--- src/hdl/sfsq_pkg.sv ---
// Shared constants and types for the single filled square check unit.
`default_nettype none
package sfsq_pkg;
   localparam int unsigned MAX_SIDE_DEFAULT = 32;
   localparam int unsigned GRID_SIDE_W      = 6;
   localparam logic [GRID_SIDE_W-1:0] GRID_SIDE_RESET = 6'd32;
   localparam int unsigned SIDE_OUT_W       = 6;
   localparam int unsigned COUNT_OUT_W      = 11;

   typedef struct packed {
      logic filled;
      logic first_row;
      logic row_end;
      logic grid_end;
   } sfsq_item_ctl_type;
endpackage
`default_nettype wire

--- src/hdl/sfsq_row_store.sv ---
// Line store of square sides for the row above, with read-after-write forwarding.
`default_nettype none
module sfsq_row_store #(
   parameter int unsigned MAX_SIDE = 32,
   parameter int unsigned COL_W    = 5,
   parameter int unsigned VAL_W    = 6
) (
   input  wire logic             clock,
   input  wire logic             reset,
   input  wire logic             rd_en,
   input  wire logic [COL_W-1:0] rd_addr,
   input  wire logic             wr_en,
   input  wire logic [COL_W-1:0] wr_addr,
   input  wire logic [VAL_W-1:0] wr_data,
   output logic      [VAL_W-1:0] rd_data
);
   logic [VAL_W-1:0] mem [MAX_SIDE];
   logic [VAL_W-1:0] rd_data_ff;
   logic [VAL_W-1:0] fwd_data_ff;
   logic             fwd_hit_ff;

   always_ff @(posedge clock) begin
      if (wr_en) begin
         mem[wr_addr] <= wr_data;
      end
      if (rd_en) begin
         rd_data_ff  <= mem[rd_addr];
         fwd_data_ff <= wr_data;
      end
   end

   // Remember a same-entry write so the read sees the new value.
   always_ff @(posedge clock) begin
      if (reset) begin
         fwd_hit_ff <= 1'b0;
      end else if (rd_en) begin
         fwd_hit_ff <= wr_en && (wr_addr == rd_addr);
      end
   end

   assign rd_data = fwd_hit_ff ? fwd_data_ff : rd_data_ff;
endmodule
`default_nettype wire

--- src/hdl/sfsq_cell_datapath.sv ---
// Per-cell square side update, running totals and per-grid verdict.
`default_nettype none
module sfsq_cell_datapath #(
   parameter int unsigned VAL_W = 6,
   parameter int unsigned CNT_W = 11
) (
   input  wire logic                       clock,
   input  wire logic                       reset,
   input  wire logic                       clear,
   input  wire logic                       advance,
   input  wire sfsq_pkg::sfsq_item_ctl_type ctl,
   input  wire logic [VAL_W-1:0]           up_value,
   output logic      [VAL_W-1:0]           cur_value,
   output logic                            res_single,
   output logic      [VAL_W-1:0]           res_largest,
   output logic      [CNT_W-1:0]           res_count
);
   import sfsq_pkg::*;

   localparam int unsigned SQ_W = 2 * VAL_W;

   logic [VAL_W-1:0] left_ff, left_in;
   logic [VAL_W-1:0] diag_ff, diag_in;
   logic [VAL_W-1:0] largest_ff, largest_in;
   logic [CNT_W-1:0] count_ff, count_in;
   logic [VAL_W-1:0] up_eff;
   logic [VAL_W-1:0] min_lu;
   logic [VAL_W-1:0] min_all;
   logic [VAL_W-1:0] largest_nx;
   logic [CNT_W-1:0] count_nx;
   logic [SQ_W-1:0]  square;

   always_comb begin
      // The first row of a grid sees an empty row above.
      up_eff     = ctl.first_row ? '0 : up_value;
      min_lu     = (left_ff < up_eff) ? left_ff : up_eff;
      min_all    = (min_lu < diag_ff) ? min_lu : diag_ff;
      cur_value  = ctl.filled ? (min_all + VAL_W'(1)) : '0;
      largest_nx = (cur_value > largest_ff) ? cur_value : largest_ff;
      count_nx   = count_ff + CNT_W'(ctl.filled);
      square     = SQ_W'(largest_nx) * SQ_W'(largest_nx);

      res_single  = (square == SQ_W'(count_nx));
      res_largest = largest_nx;
      res_count   = count_nx;

      left_in    = left_ff;
      diag_in    = diag_ff;
      largest_in = largest_ff;
      count_in   = count_ff;
      if (advance) begin
         if (ctl.grid_end) begin
            left_in    = '0;
            diag_in    = '0;
            largest_in = '0;
            count_in   = '0;
         end else if (ctl.row_end) begin
            left_in    = '0;
            diag_in    = '0;
            largest_in = largest_nx;
            count_in   = count_nx;
         end else begin
            left_in    = cur_value;
            diag_in    = up_eff;
            largest_in = largest_nx;
            count_in   = count_nx;
         end
      end
   end

   always_ff @(posedge clock) begin
      if (reset || clear) begin
         left_ff    <= '0;
         diag_ff    <= '0;
         largest_ff <= '0;
         count_ff   <= '0;
      end else begin
         left_ff    <= left_in;
         diag_ff    <= diag_in;
         largest_ff <= largest_in;
         count_ff   <= count_in;
      end
   end
endmodule
`default_nettype wire

--- src/hdl/single_filled_square_check_unit.sv ---
// Top level of the single filled square check unit.
// Throughput: one pixel item per cycle; the input stalls only behind an untaken result.
// Result path: the last pixel of a grid waits in the update stage, and its result is loaded into the output register.
// Reset: synchronous, active high; grid side returns to 32 and the grid restarts.
//   The line store is not swept: the first row of each grid reads it as zero.
`default_nettype none
module single_filled_square_check_unit #(
   parameter int unsigned MAX_SIDE = sfsq_pkg::MAX_SIDE_DEFAULT
) (
   input  wire logic                                clock,
   input  wire logic                                reset,
   input  wire logic                                req_valid,
   output logic                                     req_ready,
   input  wire logic                                req_pixel_filled,
   output logic                                     rsp_valid,
   input  wire logic                                rsp_ready,
   output logic                                     rsp_is_single_square,
   output logic [sfsq_pkg::SIDE_OUT_W-1:0]          rsp_largest_square_side,
   output logic [sfsq_pkg::COUNT_OUT_W-1:0]         rsp_filled_cell_count,
   input  wire logic                                csr_write_en,
   input  wire logic [sfsq_pkg::GRID_SIDE_W-1:0]    csr_write_data
);
   import sfsq_pkg::*;

   localparam int unsigned COL_W = (MAX_SIDE > 1) ? $clog2(MAX_SIDE) : 1;
   localparam int unsigned VAL_W = $clog2(MAX_SIDE + 1);
   localparam int unsigned CNT_W = $clog2(MAX_SIDE * MAX_SIDE + 1);

   // Configuration and scan position.
   logic [GRID_SIDE_W-1:0] grid_side_ff;
   logic [COL_W-1:0]       col_ff, col_in;
   logic [COL_W-1:0]       row_ff, row_in;
   logic [COL_W-1:0]       last_idx;
   logic                   row_end_a;
   logic                   grid_end_a;
   logic                   accept;

   // Update stage: holds one item while its line store read completes.
   logic                   b_valid_ff;
   sfsq_item_ctl_type      b_ctl_ff;
   logic [COL_W-1:0]       b_col_ff;
   logic                   b_adv;

   // Output register.
   logic                   rsp_valid_ff;
   logic                   rsp_single_ff;
   logic [VAL_W-1:0]       rsp_largest_ff;
   logic [CNT_W-1:0]       rsp_count_ff;

   logic [VAL_W-1:0]       up_value;
   logic [VAL_W-1:0]       cur_value;
   logic                   res_single;
   logic [VAL_W-1:0]       res_largest;
   logic [CNT_W-1:0]       res_count;

   // Clamp the grid side: zero acts as one, anything above the store depth as the depth.
   always_comb begin
      if (grid_side_ff == '0) begin
         last_idx = '0;
      end else if (int'(grid_side_ff) > int'(MAX_SIDE)) begin
         last_idx = COL_W'(MAX_SIDE - 1);
      end else begin
         last_idx = COL_W'(grid_side_ff - GRID_SIDE_W'(1));
      end
   end

   assign row_end_a  = (col_ff == last_idx);
   assign grid_end_a = row_end_a && (row_ff == last_idx);

   // Stall the update stage only when a finished grid cannot enter the output register.
   assign b_adv     = b_valid_ff && (!b_ctl_ff.grid_end || !rsp_valid_ff || rsp_ready);
   assign req_ready = !b_valid_ff || b_adv;
   assign accept    = req_valid && req_ready;

   // Advance the scan position on every accepted item.
   always_comb begin
      col_in = col_ff;
      row_in = row_ff;
      if (accept) begin
         if (row_end_a) begin
            col_in = '0;
            row_in = grid_end_a ? '0 : (row_ff + COL_W'(1));
         end else begin
            col_in = col_ff + COL_W'(1);
         end
      end
   end

   always_ff @(posedge clock) begin
      if (reset) begin
         grid_side_ff <= GRID_SIDE_RESET;
         col_ff       <= '0;
         row_ff       <= '0;
         b_valid_ff   <= 1'b0;
      end else if (csr_write_en) begin
         // A side change restarts the grid; drop any partial grid.
         grid_side_ff <= csr_write_data;
         col_ff       <= '0;
         row_ff       <= '0;
         b_valid_ff   <= 1'b0;
      end else begin
         col_ff <= col_in;
         row_ff <= row_in;
         if (accept) begin
            b_valid_ff <= 1'b1;
         end else if (b_adv) begin
            b_valid_ff <= 1'b0;
         end
      end
   end

   // Item payload into the update stage.
   always_ff @(posedge clock) begin
      if (accept) begin
         b_ctl_ff.filled    <= req_pixel_filled;
         b_ctl_ff.first_row <= (row_ff == '0);
         b_ctl_ff.row_end   <= row_end_a;
         b_ctl_ff.grid_end  <= grid_end_a;
         b_col_ff           <= col_ff;
      end
   end

   sfsq_row_store #(
      .MAX_SIDE (MAX_SIDE),
      .COL_W    (COL_W),
      .VAL_W    (VAL_W)
   ) u_row_store (
      .clock   (clock),
      .reset   (reset),
      .rd_en   (accept),
      .rd_addr (col_ff),
      .wr_en   (b_adv),
      .wr_addr (b_col_ff),
      .wr_data (cur_value),
      .rd_data (up_value)
   );

   sfsq_cell_datapath #(
      .VAL_W (VAL_W),
      .CNT_W (CNT_W)
   ) u_cell_datapath (
      .clock       (clock),
      .reset       (reset),
      .clear       (csr_write_en),
      .advance     (b_adv),
      .ctl         (b_ctl_ff),
      .up_value    (up_value),
      .cur_value   (cur_value),
      .res_single  (res_single),
      .res_largest (res_largest),
      .res_count   (res_count)
   );

   // Hold the result until taken; load it when the last cell of a grid retires.
   always_ff @(posedge clock) begin
      if (reset || csr_write_en) begin
         rsp_valid_ff <= 1'b0;
      end else if (b_adv && b_ctl_ff.grid_end) begin
         rsp_valid_ff <= 1'b1;
      end else if (rsp_ready) begin
         rsp_valid_ff <= 1'b0;
      end
   end

   always_ff @(posedge clock) begin
      if (b_adv && b_ctl_ff.grid_end) begin
         rsp_single_ff  <= res_single;
         rsp_largest_ff <= res_largest;
         rsp_count_ff   <= res_count;
      end
   end

   assign rsp_valid               = rsp_valid_ff;
   assign rsp_is_single_square    = rsp_single_ff;
   assign rsp_largest_square_side = SIDE_OUT_W'(rsp_largest_ff);
   assign rsp_filled_cell_count   = COUNT_OUT_W'(rsp_count_ff);

   // The update stage stalls only behind an untaken result.
   a_stall_cause : assert property (@(posedge clock) disable iff (reset)
      (b_valid_ff && !b_adv) |-> (rsp_valid_ff && !rsp_ready && b_ctl_ff.grid_end))
      else $error("update stage stalled without a pending result");

   // An empty update stage never refuses an item.
   a_ready_when_empty : assert property (@(posedge clock) disable iff (reset)
      !b_valid_ff |-> req_ready)
      else $error("input refused with empty update stage");

   // A grid with no filled cell reports yes with zero side.
   a_empty_grid : assert property (@(posedge clock) disable iff (reset)
      (rsp_valid_ff && (rsp_count_ff == '0)) |-> (rsp_single_ff && (rsp_largest_ff == '0)))
      else $error("empty grid result inconsistent");

   // A nonzero side implies at least that many filled cells squared.
   a_side_vs_count : assert property (@(posedge clock) disable iff (reset)
      rsp_valid_ff |-> ((2 * CNT_W)'(rsp_largest_ff) * (2 * CNT_W)'(rsp_largest_ff)
                        <= (2 * CNT_W)'(rsp_count_ff)))
      else $error("largest side exceeds filled count");
endmodule
`default_nettype wire
--- config.mk ---
export PLATFORM = sky130hd
export DESIGN_NAME = single_filled_square_check_unit
export DESIGN_NICKNAME = d
export VERILOG_FILES = /design/src/hdl/sfsq_pkg.sv /design/src/hdl/sfsq_row_store.sv /design/src/hdl/sfsq_cell_datapath.sv /design/src/hdl/single_filled_square_check_unit.sv
export SDC_FILE = /design/constraint.sdc
export NUM_CORES = 1
export LEC_CHECK = 0
export BUFFER_PORTS_ARGS = -buffer_cell sky130_fd_sc_hd__buf_2
export CAP_MARGIN = 40
export CORE_MARGIN = 2
export CORE_UTILIZATION = 57
export DETAILED_ROUTE_END_ITERATION = 8
export PLACE_DENSITY = 0.77
export SLEW_MARGIN = 5
export SYNTH_ARGS = -nofsm -noshare
export SYNTH_HDL_FRONTEND = slang
export SYNTH_HIERARCHICAL = 1
export SYNTH_SLANG_ARGS = --single-unit
--- constraint.sdc ---
create_clock -name clock -period 10.7 [get_ports clock]
set_input_delay 0 -clock clock [delete_from_list [all_inputs] [get_ports clock]]
set_output_delay 0 -clock clock [all_outputs]
set_load 0.005 [all_outputs]
; ---- After elaboration in Yosys (flattened, before gate mapping)
; Memory sizes are Yosys's and may differ from the RTL's. A register that Yosys moved wholly into a read port is not among the register bits.
; Index checks and enable logic that the tools add are counted.
[word_totals]
regBits = 81
ramBits = 192
latch_bits = 0
output_inout_bits = 20
elab_cells = 74
n_memories = 1
romBits = 0
[op_classes]
magnitude_cmp = 4
reduce_logical = 18
eq_ne = 4
add_sub_neg = 5
bitwise = 0
div = 0
mux = 22
n_shift = 0
multipliers = 1
[memory_table]
columns = name, depth, width, read_ports, rd_ports_with_merged_regs, wr, line_no
row1 = u_row_store.mem, 32, 6, 1, 1, 1, sfsq_row_store.sv:17  ; logic [VAL_W-1:0] mem [MAX_SIDE];
[ops]
columns = cell, count
row1 = $mux 6, 11
row2 = $mux 5, 4
row3 = $eq 5x5->1, 3
row4 = $eq 12x11->1, 1
row5 = $lt 6x6->1, 2
row6 = $mul 6x6->12, 1
row7 = $add 11x1->11, 1
row8 = $mux 11, 1
row9 = $add 5x1->5 const B, 2
row10 = $add 6x1->6 const B, 1
row11 = $gt 6x6->1, 1
row12 = $gt 6x6->1 const B, 1
row13 = $logic_not 6->1, 1
row14 = $mux 1, 6
row15 = $logic_and 1x1->1, 5
row16 = $logic_not 5->1, 1
row17 = $sub 5x1->5 const B, 1
row18 = $logic_or 1x1->1, 4
row19 = $reduce_bool 2->1, 2
row20 = $logic_not 1->1, 3
row21 = $reduce_and 2->1, 1
row22 = $reduce_or 2->1, 1

; ---- Longest topological paths before layout
; Gate-level depths: netlist (run 1).
[depth]
word_depth = 12
ltp_mapped = 49
ltp_nobuf = 46

; ---- Modules after synthesis
; Netlist (run 1), hierarchy kept.
[by_module_without_submodules]
columns = module, area_each_um2, cells_per_inst, n_inst
row1 = sfsq_row_store, 8074.0, 350, 1
row2 = sfsq_cell_datapath, 3194.3, 417, 1
row3 = single_filled_square_check_unit, 2028.2, 179, 1

; ---- Least setup slack after synthesis (run 1)
; OpenSTA, ideal clock, no wires.
[synth_path]
kind = reg-to-reg
start = reg u_row_store.fwd_hit_ff
end = reg rsp_single_ff, in the netlist rsp_is_single_square (data pin)
stages_incl_launch_ff = 47
slack_ps = 54
setup_ps = 165
arrival_ps = 10481
cell_sequence = dfxtp_1 > clkbuf_1 > mux2_2 > and2b_1 > inv_1 > ha_1 > a21oi_1 > o21ai_0 > nor2_1 > buf_2 > mux2i_1 > inv_1 > ha_1 > a21oi_2 > o21ai_2 > or4_4 > o21a_1 > buf_6 > (+11 left out) > inv_2 > nand2_1 > fa_1 > inv_1 > ha_1 > a21oi_1 > fa_1 > inv_1 > ha_1 > o21a_1 > or2_2 > xnor2_1 > nand4b_1 > nor3_1 > o21ai_0 > nor2_1 > o211ai_1 > o31ai_2
[synth_between]
elab_chain_cells = 12
[synth_rtl]
columns = element, line_no
row1 = from (decl), sfsq_row_store.sv:20  ; logic fwd_hit_ff;
row2 = from (signal assigned), sfsq_row_store.sv:37  ; fwd_hit_ff <= wr_en && (wr_addr == rd_addr);
row3 = $mux 6 *, sfsq_row_store.sv:41  ; assign rd_data = fwd_hit_ff ? fwd_data_ff : rd_data_ff;
row4 = named net up_value[3], single_filled_square_check_unit.sv:50  ; logic [VAL_W-1:0] up_value;
row5 = $mux 6 *, sfsq_cell_datapath.sv:35  ; up_eff = ctl.first_row ? '0 : up_value;
row6 = $lt 6x6->1, sfsq_cell_datapath.sv:36  ; min_lu = (left_ff < up_eff) ? left_ff : up_eff;
row7 = $mux 6 *, sfsq_cell_datapath.sv:36
row8 = $lt 6x6->1, sfsq_cell_datapath.sv:37  ; min_all = (min_lu < diag_ff) ? min_lu : diag_ff;
row9 = $mux 6 *, sfsq_cell_datapath.sv:37
row10 = $add 6x1->6 *, sfsq_cell_datapath.sv:38  ; cur_value = ctl.filled ? (min_all + VAL_W'(1)) : '0;
row11 = $mux 6 *, sfsq_cell_datapath.sv:38
row12 = named net cur_value[3], single_filled_square_check_unit.sv:51  ; logic [VAL_W-1:0] cur_value;
row13 = $gt 6x6->1 *, sfsq_cell_datapath.sv:39  ; largest_nx = (cur_value > largest_ff) ? cur_value : largest_ff;
row14 = $mux 6 *, sfsq_cell_datapath.sv:39
row15 = named net res_largest[0], single_filled_square_check_unit.sv:53  ; logic [VAL_W-1:0] res_largest;
row16 = $mul 6x6->12 *, sfsq_cell_datapath.sv:41  ; square = SQ_W'(largest_nx) * SQ_W'(largest_nx);
row17 = $eq 12x11->1 *, sfsq_cell_datapath.sv:43  ; res_single = (square == SQ_W'(count_nx));
row18 = named net res_single, single_filled_square_check_unit.sv:52  ; logic res_single;
row19 = to (signal assigned), single_filled_square_check_unit.sv:167  ; rsp_single_ff <= res_single;
row20 = to (decl), single_filled_square_check_unit.sv:46  ; logic rsp_single_ff;
; Mark *: on every way through the listed nets, which the timed path passes. The rest lies on a longest branch.
; A chain may end at the register's enable or synchronous reset.

; ---- Final worst setup path (run 1)
; Ends and elaborated chain as after synthesis.

==> results.cfg, run 1 <==
[critical_path]
critical_path.endpoint_type = flop
cp-start-kind = flop
timing.critical_path.arrival_ns = 10.47
cp_slowest_cell = sky130_fd_sc_hd__or4_4
timing.critical_path.slowest_cell_delay_ns = 0.54
worstPathRequired_ns = 11.08
worstSetupPathType = flop to flop
worstPathMaxFanout = 10
timing.critical_path.mode_cell = sky130_fd_sc_hd__ha_1

[sta]
timing.final.max_slew_violations = 0
worst_clock_skew_ns = 0.0102
worst_slew_margin_rel_pct = 41.3
finalWorstPathRequiredPeriod_ns = 10.09
period_share_pct = 94.3
slew_at_the_pin_closest_to_its_max_slew_limit_ns = 0.880
final.setup.worst_slack_ns = 0.608
report.final.setup_viol = 0
fmaxAchievable_mhz = 99.1
hold_viol_final = 0

[yosys]
synth.yosys.warnings = 6
synthesis.nets = 1002
synthesized_cell_area_mm2 = 0.0133
async_reset_ff_share_pct = 0
netlist.area_leader.share_pct = 52.2
postSynthAreaPerCell_um2 = 14.1
synth.top_cells.by_area = sky130_fd_sc_hd__edfxtp_1 (52%), sky130_fd_sc_hd__mux4_2 (8.6%), sky130_fd_sc_hd__dfxtp_1 (7.2%)
ys_types = 83
post-synth-top-area-cell = sky130_fd_sc_hd__edfxtp_1
synth_seq_cells = 279
synth_top_flop_cell = sky130_fd_sc_hd__edfxtp_1
syn-instance-count = 946
synth_edf_count = 231
synth.yosys.seq_area_share_pct = 59.4

[detailed_routing]
via_per_inst = 6.06
met3RoutedLength_mm = 1.70
final_antenna_net_count = 0
maxUsedRoutingLayer = met4
length_of_routed_met2_wiring_mm = 13.5
totalWireLength_mm = 27.3
detail_route.first_pass.iterations = 5
vias = 8147
route.detailed.wl_per_inst_um = 20.3
drt_iter0_markers = 843
drc = 0
drt-met1-wl_mm = 11.6

[global_routing]
track_usage_pct = 22.9
antenna_found_initial = 0
grt_pass1_wl_mm = 43.6
globalRoute.totalOverflow = 0
pin_count_of_the_biggest_net_entering_global_routing = 57
grt_pass1_vias = 8015

[floorplan]
coreArea_mm2 = 0.0228
initial_core_util_pct = 58.4
rows = 55
floorplan.die.height_um = 157
die_width_um = 157
floorplan_die_area_mm2 = 0.0246
boundaryPins = 32

[pwr]
ir_worst_vdd_mv = 0.189
p_leak_nw = 5.43
power.density_cell_area_mw_per_mm2 = 149

[cts]
cts-root-buf = sky130_fd_sc_hd__clkbuf_16
clock_latency_ns = 0.55
cts-root-to-sink-buffers = 3
num_cts_buffers = 29
clock_sink_count = 279
clkSlewWorstSetupHoldPaths_ns = 0.06
cts-htree-levels = 1
tritoncts = yes

[layout]
final_design_area_no_fill_mm2 = 0.0149
insertedDiodeCount = 0
multi_input_comb_area_mm2 = 0.00500
final_core_util_pct = 65.5
flow.area_growth_from_synthesis_pct = 12.2
sequential_cell_area_in_the_final_layout_mm2 = 0.00790
layout.cells.most_common = sky130_fd_sc_hd__edfxtp_1
drive_gt1_share_pct = 19.4
final-instance-count-excl-fill = 1344
layout.cells.most_common_list = sky130_fd_sc_hd__edfxtp_1 (231), sky130_fd_sc_hd__nor2_1 (93), sky130_fd_sc_hd__mux4_2 (51)
layout.filler_cells = 1579
final_net_count = 1065

[placement]
placed_cells_incl_taps = 1264
placement.io_buffers = 31
dp.final_hpwl_mm = 17.6
globalplace.congestion = 0.855
dpl-instance-area_mm2 = 0.0138
pre_cts_ws_ns = 0.439

[outcome]
status = completed

[hold_path]
min-delay-path-class = primary input to flop

[flow_run]
drv_cap = 0
flip-flops by register name, summed over array words and instances, names as in the netlist:
| name | count |
|---|---|
| col_ff | 5 |
| u_row_store/rd_data_ff | 6 |
| rsp_is_single_square | 1 |
| u_cell_datapath/left_ff | 6 |
| grid_side_ff | 6 |
| b_col_ff | 5 |
| u_cell_datapath/diag_ff | 6 |
| row_ff | 5 |
| u_row_store/fwd_hit_ff | 1 |
| u_row_store/fwd_data_ff | 6 |
| rsp_largest_square_side | 6 |
| u_cell_datapath/count_ff | 11 |
| rsp_filled_cell_count | 11 |
| rsp_valid | 1 |
| u_cell_datapath/largest_ff | 6 |
| u_row_store/mem | 192 |
| b_ctl_ff | 4 |
| b_valid_ff | 1 |
worst max-delay path, delay by kind of cell (launching register included):
family	cells	cell delay [ns]
fa+ha+maj	9	3.06
compound gates	15	2.66
simple gates	12	2.49
mux	2	0.68
flops	1	0.48
buf+inv	5	0.42
xor+xnor	1	0.12
synthesized netlist by cell type, types with 6 or more instances:
library cell,n
sky130_fd_sc_hd__nand3_1,28
sky130_fd_sc_hd__nand4_1,11
sky130_fd_sc_hd__nand2_1,49
sky130_fd_sc_hd__fa_1,7
sky130_fd_sc_hd__mux4_2,51
sky130_fd_sc_hd__mux2_2,13
sky130_fd_sc_hd__a21oi_1,31
sky130_fd_sc_hd__a21o_1,7
sky130_fd_sc_hd__nor2_1,95
sky130_fd_sc_hd__mux2i_1,10
sky130_fd_sc_hd__clkbuf_1,22
sky130_fd_sc_hd__nand2b_1,6
sky130_fd_sc_hd__nor3_1,17
sky130_fd_sc_hd__inv_1,47
sky130_fd_sc_hd__edfxtp_1,231
sky130_fd_sc_hd__buf_2,6
sky130_fd_sc_hd__o211ai_1,11
sky130_fd_sc_hd__ha_1,37
sky130_fd_sc_hd__o21ai_0,19
sky130_fd_sc_hd__mux4_1,9
sky130_fd_sc_hd__a22oi_1,21
sky130_fd_sc_hd__dfxtp_1,48
sky130_fd_sc_hd__xor2_1,21
sky130_fd_sc_hd__nand3b_1,9
sky130_fd_sc_hd__xnor2_1,20
what timing repair did:
action | 4_1_cts | 5_1_grt
hold buffers | 23 | 0
gates resized for setup | 0 | 4
setup buffers | 0 | 4
endpoints found under the hold margin | 10 | 0
endpoints found under the setup margin | 0 | 1
metal layers:
| layer | track usage, % | vias up |
|---|---|---|
| li1 | - | 3735 |
| met1 | 31.9 | 4076 |
| met2 | 38.5 | 300 |
| met3 | 3.38 | 36 |
| met4 | 5.11 | 0 |
| met5 | 0 | - |
cell families after synthesis:
group / share of synthesized area [%]
XOR/XNOR: 2.88
AO/OA/AOI/OAI: 7.49
adder cells (fa/ha/maj): 4.70
buffers and inverters: 3.24
AND/OR/NAND/NOR: 10.0
multiplexers: 12.3
flip-flops: 59.4
final timing paths:
kind | startpoint | end | slack, ns | depth (start not counted)
max | u_row_store/fwd_hit_ff$_SDFFE_PP0P_ | rsp_is_single_square$_DFFE_PP_ | 0.61 | 44
min | csr_write_en | col_ff[2]$_SDFFE_PP0P_ | 0.08 | 3
max reg2reg | u_row_store/fwd_hit_ff$_SDFFE_PP0P_ | rsp_is_single_square$_DFFE_PP_ | 0.61 | 44
min reg2reg | u_cell_datapath/largest_ff[3]$_SDFFE_PP0P_ | u_cell_datapath/largest_ff[3]$_SDFFE_PP0P_ | 0.47 | 2
stage by stage:
step	hold slack [ns]	total power (W)	TNS [ns]
floorplan	0.0691	0.00128	0
detailed placement	0.223	0.00130	0
CTS	0.0584	0.00224	0
finish	0.0753	0.00222	0
global placement	0.216	0.00130	0
global route	0.111	0.00229	-0.00839
layout make-up:
cell class	count	area share, %
tap	313	2.62
multi-input combinational	577	33.5
clock inverter	18	0.872
clock buffer	35	5.08
sequential	279	53.0
timing repair buffer	71	3.67
inverter	51	1.28
report_power, final:
group          leakage, nW  switching, W  internal [W]
clock network        0.433      0.000402      0.000529
logic                 2.26     0.0000650     0.0000471
registers             2.73    0.00000621       0.00117
Note: power is estimated with default switching activity, not from simulation.
==> inputs of run 2 (changes only) <==
- ABC_AREA: unset -> 1
- ABC_CLOCK_PERIOD_IN_PS: unset -> 10700
==> run 2 against run 1 <==
Clock power increased by 2.9%. Core utilization fell by 0.89 points. First-iteration DRC count fell by 6.3%. Non-clock buffer count down 2. Global-route usage rose by 1.4 points. Cell count grew 34%. Critical endpoint unchanged.
==> results.cfg, run 2 <==
[outcome]
status = completed

[floorplan]
die_width_um = 158
initial_core_util_pct = 57.9
floorplan.die.height_um = 158
rows = 56
boundaryPins = 32
coreArea_mm2 = 0.0235
floorplan_die_area_mm2 = 0.0251

[critical_path]
timing.critical_path.arrival_ns = 9.56
reg2reg_slack_ns = 1.55
worstSetupPathType = flop to flop
end_of_the_worst_register_to_register_path = rsp_is_single_square$_DFFE_PP_
worstReg2RegStart = u_row_store/fwd_hit_ff$_SDFFE_PP0P_
timing.critical_path.slowest_cell_delay_ns = 0.51
worstPathMaxFanout = 36
worstPathRequired_ns = 11.12
cp_slowest_cell = sky130_fd_sc_hd__a211oi_2
path_delay_family = simple AND/OR/NAND/NOR gates
total_stage_count_of_the_critical_path = 50
cp-start-kind = flop
critical_path.endpoint_type = flop
timing.critical_path.mode_cell = sky130_fd_sc_hd__nand2_1
ff2ff_path_depth = 50
cp_num_buf_inv = 5

[yosys]
synthesis.nets = 1470
ys_top_cells_by_count = sky130_fd_sc_hd__nand2_1 (448), sky130_fd_sc_hd__edfxtp_1 (231), sky130_fd_sc_hd__nand3_1 (203)
synth.top_cells.by_area = sky130_fd_sc_hd__edfxtp_1 (51%), sky130_fd_sc_hd__nand2_1 (12%), sky130_fd_sc_hd__nand3_1 (7.5%)
post-synth-top-area-cell = sky130_fd_sc_hd__edfxtp_1
synth_edf_count = 231
netlist.area_leader.share_pct = 51.0
synthesized_cell_area_mm2 = 0.0136
synth_top_flop_cell = sky130_fd_sc_hd__edfxtp_1
yosysMostFrequentCell = sky130_fd_sc_hd__nand2_1
synth.yosys.seq_area_share_pct = 58.1
synth_seq_cells = 279
async_reset_ff_share_pct = 0
postSynthAreaPerCell_um2 = 9.62
ys_types = 45
syn-instance-count = 1414
synth.yosys.warnings = 6

[detailed_routing]
via_per_inst = 5.50
drt_iter0_markers = 790
detail_route.first_pass.iterations = 5
vias = 9913
route.detailed.wl_per_inst_um = 16.5
totalWireLength_mm = 29.7
drc = 0
final_antenna_net_count = 0

[global_routing]
track_usage_pct = 24.3
grt_pass1_vias = 9710
antenna_found_initial = 0
grt_pass1_wl_mm = 47.6
pin_count_of_the_biggest_net_entering_global_routing = 84
globalRoute.totalOverflow = 0

[cts]
clkSlewWorstSetupHoldPaths_ns = 0.06
cts-root-to-sink-buffers = 3
hold_buffers = 24
clock_sink_count = 279
post_cts_resized = 0
cts-root-buf = sky130_fd_sc_hd__clkbuf_16
tritoncts = yes
cts-htree-levels = 1
num_cts_buffers = 29
setup_fix_bufs_post_cts = 0
clock_latency_ns = 0.56

[hold_path]
min-delay-path-class = primary input to flop
min_path_cells = 2
hp-start = req_pixel_filled
hold_path_end = b_ctl_ff[3]$_DFFE_PP_

[placement]
globalplace.congestion = 0.910
dp.final_hpwl_mm = 19.0
placement.io_buffers = 31

[layout]
flow.area_growth_from_synthesis_pct = 11.5
layout.cells.most_common_list = sky130_fd_sc_hd__nand2_1 (448), sky130_fd_sc_hd__edfxtp_1 (231), sky130_fd_sc_hd__nand3_1 (203)
layout.cells.most_common = sky130_fd_sc_hd__nand2_1
largest_register_ffs = 192
layout.filler_cells = 1833
final_core_util_pct = 64.6
sequential_cell_area_in_the_final_layout_mm2 = 0.00790
drive_gt1_share_pct = 11.0
top_register = u_row_store/mem
multi_input_comb_area_mm2 = 0.00498
final_net_count = 1517
insertedDiodeCount = 0

[sta]
worst_clock_skew_ns = 0.0142
slew_at_the_pin_closest_to_its_max_slew_limit_ns = 0.877
whs_ns = 0.170
period_share_pct = 85.5
timing.final.max_slew_violations = 0
report.final.setup_viol = 0
worst_slew_margin_rel_pct = 41.5
fmaxAchievable_mhz = 109
hold_viol_final = 0
finalWorstPathRequiredPeriod_ns = 9.15
fin_tns_setup_ns = 0
rsz_0062_raised_after_global_routing = no

[pwr]
p_leak_nw = 6.02
power.density_cell_area_mw_per_mm2 = 149
total_power_w = 0.00226
ir_worst_vdd_mv = 0.144

[flow_run]
drv_cap = 0
## run 2: how the worst max path moves through the flow
stage	to	slack, ns	from
6_report	rsp_is_single_square$_DFFE_PP_	1.55	u_row_store/fwd_hit_ff$_SDFFE_PP0P_
5_1_grt	rsp_is_single_square$_DFFE_PP_	0.83	u_row_store/fwd_hit_ff$_SDFFE_PP0P_
4_1_cts	rsp_is_single_square$_DFFE_PP_	1.58	u_row_store/fwd_hit_ff$_SDFFE_PP0P_
3_5_place_dp	rsp_is_single_square$_DFFE_PP_	1.67	u_row_store/fwd_hit_ff$_SDFFE_PP0P_
3_3_place_gp	rsp_is_single_square$_DFFE_PP_	2.05	u_row_store/fwd_hit_ff$_SDFFE_PP0P_
2_1_floorplan	rsp_is_single_square$_DFFE_PP_	1.76	u_row_store/fwd_hit_ff$_SDFFE_PP0P_
## run 2: where the power goes
group | switching, W | internal (W)
Sequential | 0.00000550 | 0.00117
Combinational | 0.0000835 | 0.0000394
Clock | 0.000402 | 0.000556
## run 2: logic make-up after synthesis
| logic type | share of synthesized area, % |
|---|---|
| fa+ha+maj | 4.43 |
| simple gates | 26.4 |
| buf+inv | 5.41 |
| mux | 0.497 |
| flops | 58.1 |
| compound gates | 3.65 |
| xor+xnor | 1.55 |
## run 2: per-layer routing
| metal | share of wire, % | GRT usage (%) |
|---|---|---|
| met3 | 5.8 | 2.69 |
| met1 | 43 | 31.9 |
| met2 | 49 | 42.5 |
| met4 | 2.3 | 8.02 |
| met5 | 0 | 0 |
## run 2: stage by stage
step / setup WS, ns / instances / instance area, µm²
finish: 1.55 / 1803 / 15200
global route: 0.825 / 1803 / 15200
CTS: 1.58 / 1803 / 15200
detailed placement: 1.67 / 1725 / 14000
global placement: 2.05 / 1722 / 13900
floorplan: 1.76 / 1414 / 13600
## run 2: area by class of cell
cell class | instances | area share [%]
Clock inverter | 12 | 0.718
Clock buffer | 42 | 5.37
Multi-Input combinational cell | 974 | 32.8
Timing Repair Buffer | 69 | 3.70
Tap cell | 319 | 2.63
Inverter | 108 | 2.71
Sequential cell | 279 | 52.1
